## src/hdl/fsmn_pkg.sv

```systemverilog
`timescale 1ns / 1ps
// ----------------------------------------------------------------------------
// fsmn_pkg
// Shared constants and helpers for the binary32 datapath of the
// magic-seed square root block: leading-zero count and round/pack.
// ----------------------------------------------------------------------------
package fsmn_pkg;

    localparam logic [31:0] MAGIC_SEED      = 32'h5f3759df;
    localparam logic [31:0] CANON_NAN       = 32'h7FC00000;
    localparam logic [31:0] FP_HALF         = 32'h3F000000;
    localparam logic [31:0] FP_THREE_HALVES = 32'h3FC00000;
    localparam logic [7:0]  EXP_SPECIAL     = 8'hFF;
    localparam logic [33:0] PACK_OVERFLOW   = 34'h07F800000;

    typedef struct packed {
        logic nan;
        logic inf;
        logic zero;
        logic sign;
    } fp_flags_t;

    // Leading zeros of a 48-bit word; 48 when the word is zero.
    function automatic logic [5:0] lzc48(input logic [47:0] v);
        logic [5:0] n;
        logic       found;
        n     = 6'd48;
        found = 1'b0;
        for (int i = 47; i >= 0; i--) begin
            if (!found && v[i]) begin
                n     = 6'(47 - i);
                found = 1'b1;
            end
        end
        return n;
    endfunction

    // m holds the significand with the hidden-bit position at bit 47.
    // eenc is the biased exponent (1 for subnormals). Round to nearest even;
    // the carry out of the significand bumps the exponent field on its own.
    function automatic logic [31:0] round_pack(input logic sign,
                                               input logic signed [11:0] eenc,
                                               input logic [47:0] m,
                                               input logic st);
        logic [23:0] mant;
        logic        grd;
        logic        stk;
        logic        up;
        logic [24:0] sum;
        logic [11:0] em1;
        logic [33:0] pk;
        mant = m[47:24];
        grd  = m[23];
        stk  = (|m[22:0]) | st;
        up   = grd & (stk | mant[0]);
        sum  = {1'b0, mant} + {24'b0, up};
        em1  = 12'(eenc - 12'sd1);
        pk   = ({22'b0, em1} << 23) + {9'b0, sum};
        if (pk >= PACK_OVERFLOW) begin
            return {sign, EXP_SPECIAL, 23'b0};
        end
        return {sign, pk[30:0]};
    endfunction

endpackage

```

## src/hdl/fsmn_fmul.sv

```systemverilog
`timescale 1ns / 1ps
// ----------------------------------------------------------------------------
// fsmn_fmul
// Three-stage binary32 multiplier: significand product, normalize with
// sticky, round and pack. Subnormals kept; NaN out is the canonical quiet NaN.
// ----------------------------------------------------------------------------
module fsmn_fmul (
    input  logic        aclk,
    input  logic        en,
    input  logic [31:0] op_a,
    input  logic [31:0] op_b,
    output logic [31:0] res
);
    import fsmn_pkg::*;

    logic [7:0]  ea, eb, eae, ebe;
    logic [23:0] ma, mb;
    logic        nan_a, nan_b, inf_a, inf_b, zero_a, zero_b;
    fp_flags_t   flg_next;
    logic signed [11:0] e1_next;

    logic [47:0]        prod_reg;
    logic signed [11:0] e1_reg;
    fp_flags_t          flg1_reg;

    logic [5:0]         lz;
    logic               normal;
    logic signed [11:0] sl;
    logic signed [11:0] nsl;
    logic [6:0]         rsh;
    logic [95:0]        ext, shifted;

    logic [47:0]        m2_reg;
    logic               st2_reg;
    logic signed [11:0] eenc2_reg;
    fp_flags_t          flg2_reg;

    logic [31:0] res_next, res_reg;

    always_comb begin
        ea     = op_a[30:23];
        eb     = op_b[30:23];
        eae    = (ea == 8'd0) ? 8'd1 : ea;
        ebe    = (eb == 8'd0) ? 8'd1 : eb;
        ma     = {|ea, op_a[22:0]};
        mb     = {|eb, op_b[22:0]};
        nan_a  = (ea == EXP_SPECIAL) && (op_a[22:0] != 23'd0);
        nan_b  = (eb == EXP_SPECIAL) && (op_b[22:0] != 23'd0);
        inf_a  = (ea == EXP_SPECIAL) && (op_a[22:0] == 23'd0);
        inf_b  = (eb == EXP_SPECIAL) && (op_b[22:0] == 23'd0);
        zero_a = (op_a[30:0] == 31'd0);
        zero_b = (op_b[30:0] == 31'd0);
        flg_next.nan  = nan_a | nan_b | (inf_a & zero_b) | (inf_b & zero_a);
        flg_next.inf  = inf_a | inf_b;
        flg_next.zero = zero_a | zero_b;
        flg_next.sign = op_a[31] ^ op_b[31];
        e1_next = $signed({4'b0, eae}) + $signed({4'b0, ebe}) - 12'sd127;
    end

    always_ff @(posedge aclk) begin
        if (en) begin
            prod_reg <= ma * mb;
            e1_reg   <= e1_next;
            flg1_reg <= flg_next;
        end
    end

    // Normalize: leading one to bit 47, or clamp to the subnormal exponent.
    always_comb begin
        lz     = lzc48(prod_reg);
        normal = $signed({6'b0, lz}) <= e1_reg;
        sl     = normal ? $signed({6'b0, lz}) : e1_reg;
        nsl    = -sl;
        // beyond 50 places everything lands in the sticky bit
        rsh    = (nsl > 12'sd50) ? 7'd50 : nsl[6:0];
        ext    = {prod_reg, 48'b0};
        if (sl >= 12'sd0) begin
            shifted = ext << sl[5:0];
        end else begin
            shifted = ext >> rsh;
        end
    end

    always_ff @(posedge aclk) begin
        if (en) begin
            m2_reg    <= shifted[95:48];
            st2_reg   <= |shifted[47:0];
            eenc2_reg <= e1_reg - sl + 12'sd1;
            flg2_reg  <= flg1_reg;
        end
    end

    always_comb begin
        if (flg2_reg.nan) begin
            res_next = CANON_NAN;
        end else if (flg2_reg.inf) begin
            res_next = {flg2_reg.sign, EXP_SPECIAL, 23'b0};
        end else if (flg2_reg.zero) begin
            res_next = {flg2_reg.sign, 31'b0};
        end else begin
            res_next = round_pack(flg2_reg.sign, eenc2_reg, m2_reg, st2_reg);
        end
    end

    always_ff @(posedge aclk) begin
        if (en) begin
            res_reg <= res_next;
        end
    end

    assign res = res_reg;

endmodule

```

## config.mk

```make
export PLATFORM = sky130hd
export DESIGN_NAME = fsmn_fmul
export DESIGN_NICKNAME = d
export VERILOG_FILES = /design/src/hdl/fsmn_pkg.sv /design/src/hdl/fsmn_fmul.sv
export SDC_FILE = /design/constraint.sdc
export NUM_CORES = 2
export LEC_CHECK = 0
export BUFFER_PORTS_ARGS = -buffer_cell sky130_fd_sc_hd__buf_4
export CAP_MARGIN = 0
export CORE_MARGIN = 2
export CORE_UTILIZATION = 60
export DETAILED_ROUTE_END_ITERATION = 12
export HOLD_SLACK_MARGIN = 0.08
export PLACE_DENSITY = 0.77
export SETUP_SLACK_MARGIN = 0.15
export SLEW_MARGIN = 30
export SYNTH_ARGS = -nofsm -noshare
export SYNTH_HDL_FRONTEND = slang
export SYNTH_SLANG_ARGS = --single-unit
```

## constraint.sdc

```tcl
create_clock -name aclk -period 25.5 [get_ports aclk]
set_input_delay 1.275 -clock aclk [delete_from_list [all_inputs] [get_ports aclk]]
set_output_delay 1.275 -clock aclk [all_outputs]
set_load 0.03 [all_outputs]
```

==> results.json <==
{
  "outcome": "finished, final reports clean",
  "tritoncts": "built",
  "clk_latency_ps": 470,
  "clock_path_buffers": 2,
  "gp_congestion": 1.07,
  "vias": 27208,
  "yosys_warnings": 0,
  "tightestPinTransition_ps": 1010,
  "drt-initial-drc-count": 2801,
  "ctsHtreeMaxLevel": 4,
  "startpoint_type": "flip-flop",
  "dp_hpwl_um": 72700,
  "drtPass1Iterations": 8,
  "cp.depth": 28,
  "netlist.area_leader.share": 0.295,
  "finalCritPeriodShare": 0.391,
  "worstPathRequired_ps": 25690,
  "synth_edf_count": 158,
  "ys_seq_area_frac": 0.145,
  "drc": 0,
  "critPathTopFamily": "compound AO/OA/AOI/OAI gates",
  "synth_area_leaders": "fa_1 30%, edfxtp_1 14%, ha_1 8.2%",
  "yosysMostFrequentCell": "nand2_1",
  "syn_inst": 3756,
  "ys.flop_type": "edfxtp_1",
  "maxSlewViolCount": 0,
  "slew_headroom": 0.317,
  "grt_max_degree": 92,
  "dieArea_um2": 56600,
  "multi_input_area_um2": 25000,
  "seq_area_um2": 4740,
  "cts.clk_slew.worst_paths_ps": 80,
  "grt_use_total": 0.344,
  "final_cells": 4341,
  "start_util": 0.608,
  "postCtsSetupRepairBufs": 0,
  "arrival_ps": 10160,
  "fp-row-count": 85,
  "grt_pass1_vias": 27778,
  "synthTopCellsByCount": "551 x nand2_1, 533 x inv_1, 484 x fa_1",
  "r2r_cells": 28,
  "viasPerCell": 6.27,
  "syn-cell-area_um2": 32800,
  "cts_inserted_buffers": 17,
  "routed_wl_um": 95000,
  "final_core_util": 0.634,
  "fp.coreArea_um2": 53900,
  "synth_area_per_cell_um2": 8.73,
  "setup_viol": 0,
  "fin_setup_tns_ps": 0,
  "fin_worst_skew_ps": 18.5,
  "crit_fanout": 57,
  "hold_depth": 0,
  "timing.critical_path.buf_inv": 2,
  "cts_root_buf": "clkbuf_16",
  "die-height_um": 238,
  "yosysTopAreaCell": "fa_1",
  "fp.dieW_um": 238,
  "final_nets": 4397,
  "clock-sinks": 158,
  "slowest_delay_ps": 930,
  "wire_per_inst_um": 21.9,
  "ys_ff_latch": 158,
  "critPathKind": "flip-flop to flip-flop",
  "io_buffers": 97,
  "ant_nets": 0,
  "finalHoldViolCount": 0,
  "hold_class": "flip-flop to flip-flop",
  "ctsResizeCount": 0,
  "cp-end-kind": "flip-flop",
  "syn_nets": 4521,
  "crit_path_frequent_cell": "o21ai_0",
  "drv_cap": 0,
  "hold_buffers": 0,
  "rsz0062_at_grt": "false",
  "ioPinCount": 98,
  "insertedDiodeCount": 0,
  "antenna_found_initial": 0,
  "crit_slowest_cell": "nor4_1",
  "num-fill-cells": 4541,
  "ff2ff_setup_slack_ps": 15530,
  "overflow": 0,
  "placed_cells": 4309,
  "grt_pass1_wl_um": 153000,
  "fmax_mhz": 100,
  "syn_to_final_growth_pct": 4.17,
  "finalCriticalPeriod_ps": 9970,
  "drive_above_1_share": 0.0628,
  "synth.distinct_cells": 97,
  "async_reset_ff_frac": 0
}
-- kinds of logic (layout without fill, tap and decap cells) --
group                      Yosys count  in the layout  synth area share
AOI/OAI and AO/OA                  560            560             0.116
xor gates and xnor gates            91             91            0.0243
adders and majority gates          699            699             0.377
buffers and inverters              803            692            0.0949
DFF                                158            158             0.145
muxes                              213            213            0.0662
other                                1              1          0.000114
and+or+nand+nor                   1231           1231             0.176
-- final timing paths --
kind | start | end
worst max register to register | prod_reg[8]$_DFFE_PP_ | st2_reg$_DFFE_PP_
worst min-delay path | flg1_reg[0]$_DFFE_PP_ | flg2_reg[0]$_DFFE_PP_
worst max-delay path | prod_reg[8]$_DFFE_PP_ | st2_reg$_DFFE_PP_
worst min register to register | flg1_reg[0]$_DFFE_PP_ | flg2_reg[0]$_DFFE_PP_
-- layer usage --
metal,wire length (um),up-vias,GRT usage
met1,37200,13178,0.457
li1,-,12075,-
met3,9370,334,0.0611
met2,43600,1621,0.554
met4,4820,0,0.155
met5,0,-,0.000866
-- cell usage in the layout (no fill, tap or decap), types with 29 or more instances in the layout --
master    instances
nand2_1         551
inv_1           533
fa_1            484
nor2_1          233
ha_1            215
and2_1          206
mux2i_1         192
edfxtp_1        158
a21oi_1         139
buf_4           122
o21ai_0         104
xnor2_1          56
nand3_1          43
nor3_1           38
xor2_1           35
nor4_1           29
-- layout make-up --
cell class              count  area share
multi-input cells        2795       0.732
flip-flops and latches    158       0.139
inverters                 537      0.0590
repair buffers            123      0.0271
well taps                 696      0.0255
clock buffers              17      0.0124
clock inverters            15     0.00549
-- through the flow --
step / hold WS, ps / worst slack [ps] / cell area, um2
floorplan: 400 / 16690 / 32800
CTS: 424 / 15950 / 34200
global placement: 403 / 15880 / 33600
global route: 439 / 15070 / 34200
detailed placement: 408 / 15960 / 33600
finish: 422 / 15530 / 34200
Power is left out: the tool's default activity adds up to more than one toggle a clock period on the data nets, which glitch-free logic cannot reach.
