<file path="config.mk">
export PLATFORM = sky130hd
export DESIGN_NAME = fsmn_fadd
export DESIGN_NICKNAME = d
export VERILOG_FILES = /design/src/hdl/fsmn_pkg.sv /design/src/hdl/fsmn_fadd.sv
export SDC_FILE = /design/constraint.sdc
export NUM_CORES = 1
export LEC_CHECK = 0
export BUFFER_PORTS_ARGS = -buffer_cell sky130_fd_sc_hd__buf_2
export CAP_MARGIN = 30
export CORE_ASPECT_RATIO = 1.25
export CORE_MARGIN = 2
export CORE_UTILIZATION = 45
export CTS_CLUSTER_DIAMETER = 150
export CTS_CLUSTER_SIZE = 40
export DETAILED_ROUTE_END_ITERATION = 8
export PLACE_DENSITY = 0.61
export SLEW_MARGIN = 40
export SYNTH_ARGS = -nofsm -noshare
export SYNTH_HDL_FRONTEND = slang
export SYNTH_SLANG_ARGS = --single-unit
</file>
<file path="constraint.sdc">
create_clock -name aclk -period 7.59 [get_ports aclk]
set_input_delay 1.518 -clock aclk [delete_from_list [all_inputs] [get_ports aclk]]
set_output_delay 1.518 -clock aclk [all_outputs]
set_load 0.05 [all_outputs]
</file>
<file path="src/hdl/fsmn_pkg.sv">
`timescale 1ns / 1ps
// ----------------------------------------------------------------------------
// fsmn_pkg
// Shared constants and helpers for the binary32 datapath of the
// magic-seed square root block: leading-zero count and round/pack.
// ----------------------------------------------------------------------------
package fsmn_pkg;

    localparam logic [31:0] MAGIC_SEED      = 32'h5f3759df;
    localparam logic [31:0] CANON_NAN       = 32'h7FC00000;
    localparam logic [31:0] FP_HALF         = 32'h3F000000;
    localparam logic [31:0] FP_THREE_HALVES = 32'h3FC00000;
    localparam logic [7:0]  EXP_SPECIAL     = 8'hFF;
    localparam logic [33:0] PACK_OVERFLOW   = 34'h07F800000;

    typedef struct packed {
        logic nan;
        logic inf;
        logic zero;
        logic sign;
    } fp_flags_t;

    // Leading zeros of a 48-bit word; 48 when the word is zero.
    function automatic logic [5:0] lzc48(input logic [47:0] v);
        logic [5:0] n;
        logic       found;
        n     = 6'd48;
        found = 1'b0;
        for (int i = 47; i >= 0; i--) begin
            if (!found && v[i]) begin
                n     = 6'(47 - i);
                found = 1'b1;
            end
        end
        return n;
    endfunction

    // m holds the significand with the hidden-bit position at bit 47.
    // eenc is the biased exponent (1 for subnormals). Round to nearest even;
    // the carry out of the significand bumps the exponent field on its own.
    function automatic logic [31:0] round_pack(input logic sign,
                                               input logic signed [11:0] eenc,
                                               input logic [47:0] m,
                                               input logic st);
        logic [23:0] mant;
        logic        grd;
        logic        stk;
        logic        up;
        logic [24:0] sum;
        logic [11:0] em1;
        logic [33:0] pk;
        mant = m[47:24];
        grd  = m[23];
        stk  = (|m[22:0]) | st;
        up   = grd & (stk | mant[0]);
        sum  = {1'b0, mant} + {24'b0, up};
        em1  = 12'(eenc - 12'sd1);
        pk   = ({22'b0, em1} << 23) + {9'b0, sum};
        if (pk >= PACK_OVERFLOW) begin
            return {sign, EXP_SPECIAL, 23'b0};
        end
        return {sign, pk[30:0]};
    endfunction

endpackage

</file>
<file path="src/hdl/fsmn_fadd.sv">
`timescale 1ns / 1ps
// ----------------------------------------------------------------------------
// fsmn_fadd
// Three-stage binary32 adder: swap and align with guard/round/sticky,
// add or subtract with leading-zero count, normalize, round and pack.
// ----------------------------------------------------------------------------
module fsmn_fadd (
    input  logic        aclk,
    input  logic        en,
    input  logic [31:0] op_a,
    input  logic [31:0] op_b,
    output logic [31:0] res
);
    import fsmn_pkg::*;

    logic        a_big;
    logic [31:0] big, sml;
    logic [7:0]  eb_e, es_e, d;
    logic [23:0] mbig, msml;
    logic [26:0] sm_ext, sm_sh, sm_mask, aligned;
    logic        nan_a, nan_b, inf_a, inf_b;
    fp_flags_t   flg_next;

    logic [26:0] big_reg, sm_reg;
    logic        sub_reg, zsign_reg;
    logic [7:0]  eb_reg;
    fp_flags_t   flg1_reg;

    logic [27:0] sum;
    logic [47:0] m_next;

    logic [47:0] m2_reg;
    logic [5:0]  lz2_reg;
    logic [7:0]  eb2_reg;
    logic        zsign2_reg;
    fp_flags_t   flg2_reg;

    logic signed [11:0] e, sl;
    logic               normal;
    logic [47:0]        shifted;
    logic [31:0]        res_next, res_reg;

    always_comb begin
        a_big   = op_a[30:0] >= op_b[30:0];
        big     = a_big ? op_a : op_b;
        sml     = a_big ? op_b : op_a;
        eb_e    = (big[30:23] == 8'd0) ? 8'd1 : big[30:23];
        es_e    = (sml[30:23] == 8'd0) ? 8'd1 : sml[30:23];
        mbig    = {|big[30:23], big[22:0]};
        msml    = {|sml[30:23], sml[22:0]};
        d       = eb_e - es_e;
        sm_ext  = {msml, 3'b0};
        sm_sh   = sm_ext >> d[4:0];
        sm_mask = (27'd1 << d[4:0]) - 27'd1;
        if (d >= 8'd27) begin
            aligned = {26'b0, |msml};
        end else begin
            aligned = {sm_sh[26:1], sm_sh[0] | (|(sm_ext & sm_mask))};
        end
        nan_a = (op_a[30:23] == EXP_SPECIAL) && (op_a[22:0] != 23'd0);
        nan_b = (op_b[30:23] == EXP_SPECIAL) && (op_b[22:0] != 23'd0);
        inf_a = (op_a[30:23] == EXP_SPECIAL) && (op_a[22:0] == 23'd0);
        inf_b = (op_b[30:23] == EXP_SPECIAL) && (op_b[22:0] == 23'd0);
        flg_next.nan  = nan_a | nan_b | (inf_a & inf_b & (op_a[31] ^ op_b[31]));
        flg_next.inf  = inf_a | inf_b;
        flg_next.zero = 1'b0;
        // the larger magnitude carries the sign, also for an infinity
        flg_next.sign = big[31];
    end

    always_ff @(posedge aclk) begin
        if (en) begin
            big_reg   <= {mbig, 3'b0};
            sm_reg    <= aligned;
            sub_reg   <= op_a[31] ^ op_b[31];
            zsign_reg <= op_a[31] & op_b[31];
            eb_reg    <= eb_e;
            flg1_reg  <= flg_next;
        end
    end

    always_comb begin
        if (sub_reg) begin
            sum = {1'b0, big_reg} - {1'b0, sm_reg};
        end else begin
            sum = {1'b0, big_reg} + {1'b0, sm_reg};
        end
        m_next = {sum, 20'b0};
    end

    always_ff @(posedge aclk) begin
        if (en) begin
            m2_reg     <= m_next;
            lz2_reg    <= lzc48(m_next);
            eb2_reg    <= eb_reg;
            zsign2_reg <= zsign_reg;
            flg2_reg   <= flg1_reg;
        end
    end

    always_comb begin
        e       = $signed({4'b0, eb2_reg});
        normal  = $signed({6'b0, lz2_reg}) <= e;
        sl      = normal ? $signed({6'b0, lz2_reg}) : e;
        shifted = m2_reg << sl[5:0];
        if (flg2_reg.nan) begin
            res_next = CANON_NAN;
        end else if (flg2_reg.inf) begin
            res_next = {flg2_reg.sign, EXP_SPECIAL, 23'b0};
        end else if (m2_reg == 48'd0) begin
            // exact cancellation gives +0; two like-signed zeros keep the sign
            res_next = {zsign2_reg, 31'b0};
        end else begin
            res_next = round_pack(flg2_reg.sign, e - sl + 12'sd1, shifted, 1'b0);
        end
    end

    always_ff @(posedge aclk) begin
        if (en) begin
            res_reg <= res_next;
        end
    end

    assign res = res_reg;

endmodule

</file>
==> results_dict.tcl <==
set metrics [dict create \
    grt_pass1_vias 12900 \
    report.final.slew_viol_count 0 \
    wire_per_inst_um 21.6 \
    path_class "in2reg" \
    ys_ff_latch 142 \
    period_share_pct 90.7 \
    cts_buffers 17 \
    die_x_um 163 \
    powerDensity_nw_per_um2 279 \
    num_rows 73 \
    dr_total_vias 13000 \
    ant_nets 0 \
    synth.distinct_cells 91 \
    via_per_inst 6.11 \
    dpl-instance-area_um2 15200 \
    largest_reg_flops 32 \
    syn_area_um2 14300 \
    hold_path.class "reg2reg" \
    die_y_um 203 \
    critPathMaxStageDelay_ns 0.47 \
    synth_cells 1636 \
    synth_edf_count 142 \
    seqPwrFrac_pct 25.0 \
    arrival_ns 7.06 \
    timing.hold.ws_ns 0.415 \
    required_ns 7.77 \
    cp-end-kind "flop" \
    finalHoldViolCount 0 \
    first_pass_iters 6 \
    critPathSlowestCell "fa_1" \
    area_growth_pct 10.6 \
    post_cts_buffers 0 \
    multi_input_area_um2 9300 \
    run_status "finished clean" \
    clockBufferDepth 2 \
    antenna_found_initial 0 \
    p_int_mw 2.39 \
    groute.layer.met1.usage_pct 30.2 \
    grt_pass1_wl_um 71300 \
    swShare_pct 45.8 \
    tns_ns 0 \
    worst_slew_pin_slew_ns 0.837 \
    grt_start_max_net_pins 86 \
    clkSinkCount 142 \
    finClkSkew_ns 0.00988 \
    nNetsFinal 1880 \
    cts_tree "yes" \
    cts_root_buffer "clkbuf_16" \
    p_comb_share_pct 56.3 \
    synth-main-ff-cell "edfxtp_1" \
    p_leak_nw 6.44 \
    async_flop_share_pct 0 \
    pwr-share-clk_pct 18.7 \
    die_area_um2 33200 \
    grt_util_met2_pct 51.3 \
    cts_resized 0 \
    setup_viol 0 \
    cp_max_fo 38 \
    start_util_pct 45.3 \
    fin_crit_ns 6.88 \
    drive_above_1_share_pct 14.0 \
    rsz0062_at_grt "false" \
    maxSlewHeadroom_pct 43.7 \
    p_sw_mw 2.02 \
    peakVddDrop_mv 0.121 \
    drt_iter0_drc 1042 \
    fin_cells 2134 \
    clk_pin_slew_worst_paths_ns 0.06 \
    hold_buffers 0 \
    max_cap_violations 0 \
    syn-mean-instance-area_um2 8.75 \
    stdcell_area_um2 15800 \
    seqCellArea_um2 4260 \
    dp_hpwl_um 37100 \
    synth_nets 1807 \
    synth_warnings 0 \
    fill_cells 3107 \
    grt_util_met3_pct 3.48 \
    place_inst 2100 \
    grt_overflow 0 \
    grt_use_total_pct 28.1 \
    top_usage_layer "met2" \
    gp_congestion 0.980 \
    ios 98 \
    start_kind "input port" \
    clk_latency_ns 0.44 \
    portBuffers 97 \
    antenna_cells 0 \
    drc 0 \
    coreArea_um2 31600 \
    htree_levels 4 \
    drt_wl_total_um 46100 \
    ys_seq_area_share_pct 29.8 \
    crit_top_cell "a21oi_1" \
    fmax_ghz 0.145 \
]
==> routing by layer <==
metal  vias to the layer above  share of wire [%]
met4                         0                6.8
met5                         -                  0
met1                      6206                 37
li1                       6262                  -
met3                       129                4.0
met2                       448                 52
==> path summary, 6_finish.rpt <==
kind / from / end / cells after the start / slack (ns)
max reg2reg: eb2_reg[3] / res[10] / 21 / 0.88
min reg2reg: eb_reg[1] / eb2_reg[1] / 0 / 0.41
min: eb_reg[1] / eb2_reg[1] / 0 / 0.41
max: op_b[12] / sm_reg[0] / 29 / 0.71
==> cells in the mapped netlist (all sizes together), types with 31 or more instances <==
| cell type | count | area share (%) |
|---|---|---|
| a21o | 31 | 1.6 |
| a21oi | 118 | 4.1 |
| clkbuf | 51 | 1.3 |
| edfxtp | 142 | 30 |
| ha | 102 | 8.9 |
| inv | 121 | 3.2 |
| mux2i | 113 | 7.9 |
| nand2 | 150 | 3.9 |
| nand3 | 43 | 1.5 |
| nor2 | 142 | 3.9 |
| nor3 | 37 | 1.4 |
| nor4 | 48 | 2.9 |
| o21ai | 95 | 3.3 |
| xnor2 | 34 | 2.1 |
==> critical path, delay by kind of cell <==
| family | cells | cell delay (ns) |
|---|---|---|
| AO/OA/AOI/OAI | 15 | 3.29 |
| AND/OR/NAND/NOR | 8 | 1.04 |
| adder cells (fa/ha/maj) | 3 | 0.95 |
| buffers and inverters | 3 | 0.25 |
==> layout make-up <==
cell class / count / area share (%)
Tap cell: 412 / 3.26
Sequential cell: 142 / 26.9
Multi-Input combinational cell: 1299 / 58.7
Clock inverter: 13 / 0.893
Timing Repair Buffer: 128 / 4.56
Inverter: 121 / 2.87
Clock buffer: 19 / 2.74
==> power groups by stage <==
stage | Clock [mW] | Sequential [mW] | Combinational, mW
after floorplan | 0 | 1.15 | 1.70
final | 0.824 | 1.10 | 2.48
after global routing | 0.866 | 1.12 | 2.69
after CTS | 0.839 | 1.10 | 2.42
after global placement | 0 | 1.12 | 2.41
after detailed placement | 0 | 1.12 | 2.41
==> placed cells by master, fill, tap and decap left out, types with 11 or more instances in the layout <==
master	synthesis	layout
mux2_2	11	11
and2_1	17	17
a211oi_1	20	19
a21o_1	31	31
nor2b_1	17	17
inv_1	117	117
a22oi_1	16	16
o21bai_1	14	14
xnor2_1	34	33
nand3_1	43	43
o31ai_1	19	19
o21ai_0	95	93
a21oi_1	118	118
xor2_1	26	25
o211ai_1	13	13
a31oi_1	15	15
o21a_1	14	14
edfxtp_1	142	142
ha_1	102	102
buf_4	3	29
and3_1	11	11
nand2_1	150	150
nor4_2	18	19
nand2b_1	17	17
nand4_1	22	22
clkbuf_16	0	17
mux2i_1	113	111
nor2_1	139	139
nor4_1	30	29
buf_2	7	96
nor3_1	35	35
==> metrics by stage <==
stage                     power (mW)  setup WS [ns]  utilization, %
after floorplan                 2.85          0.142               -
after global placement          3.52          0.507            48.1
after detailed placement        3.53          0.296            48.2
after CTS                       4.36          0.764            50.0
after global routing            4.68          0.300            50.1
final                           4.41          0.709            50.1
==> kinds of logic after synthesis <==
family	Yosys count	synth area share, %
adders and majority gates	106	9.41
muxes	136	10.6
xor gates and xnor gates	60	3.67
AOI/OAI and AO/OA	442	20.7
buffers and inverters	195	5.57
DFF	142	29.8
and+or+nand+nor	555	20.3
Note: power is estimated with default switching activity, not from simulation.
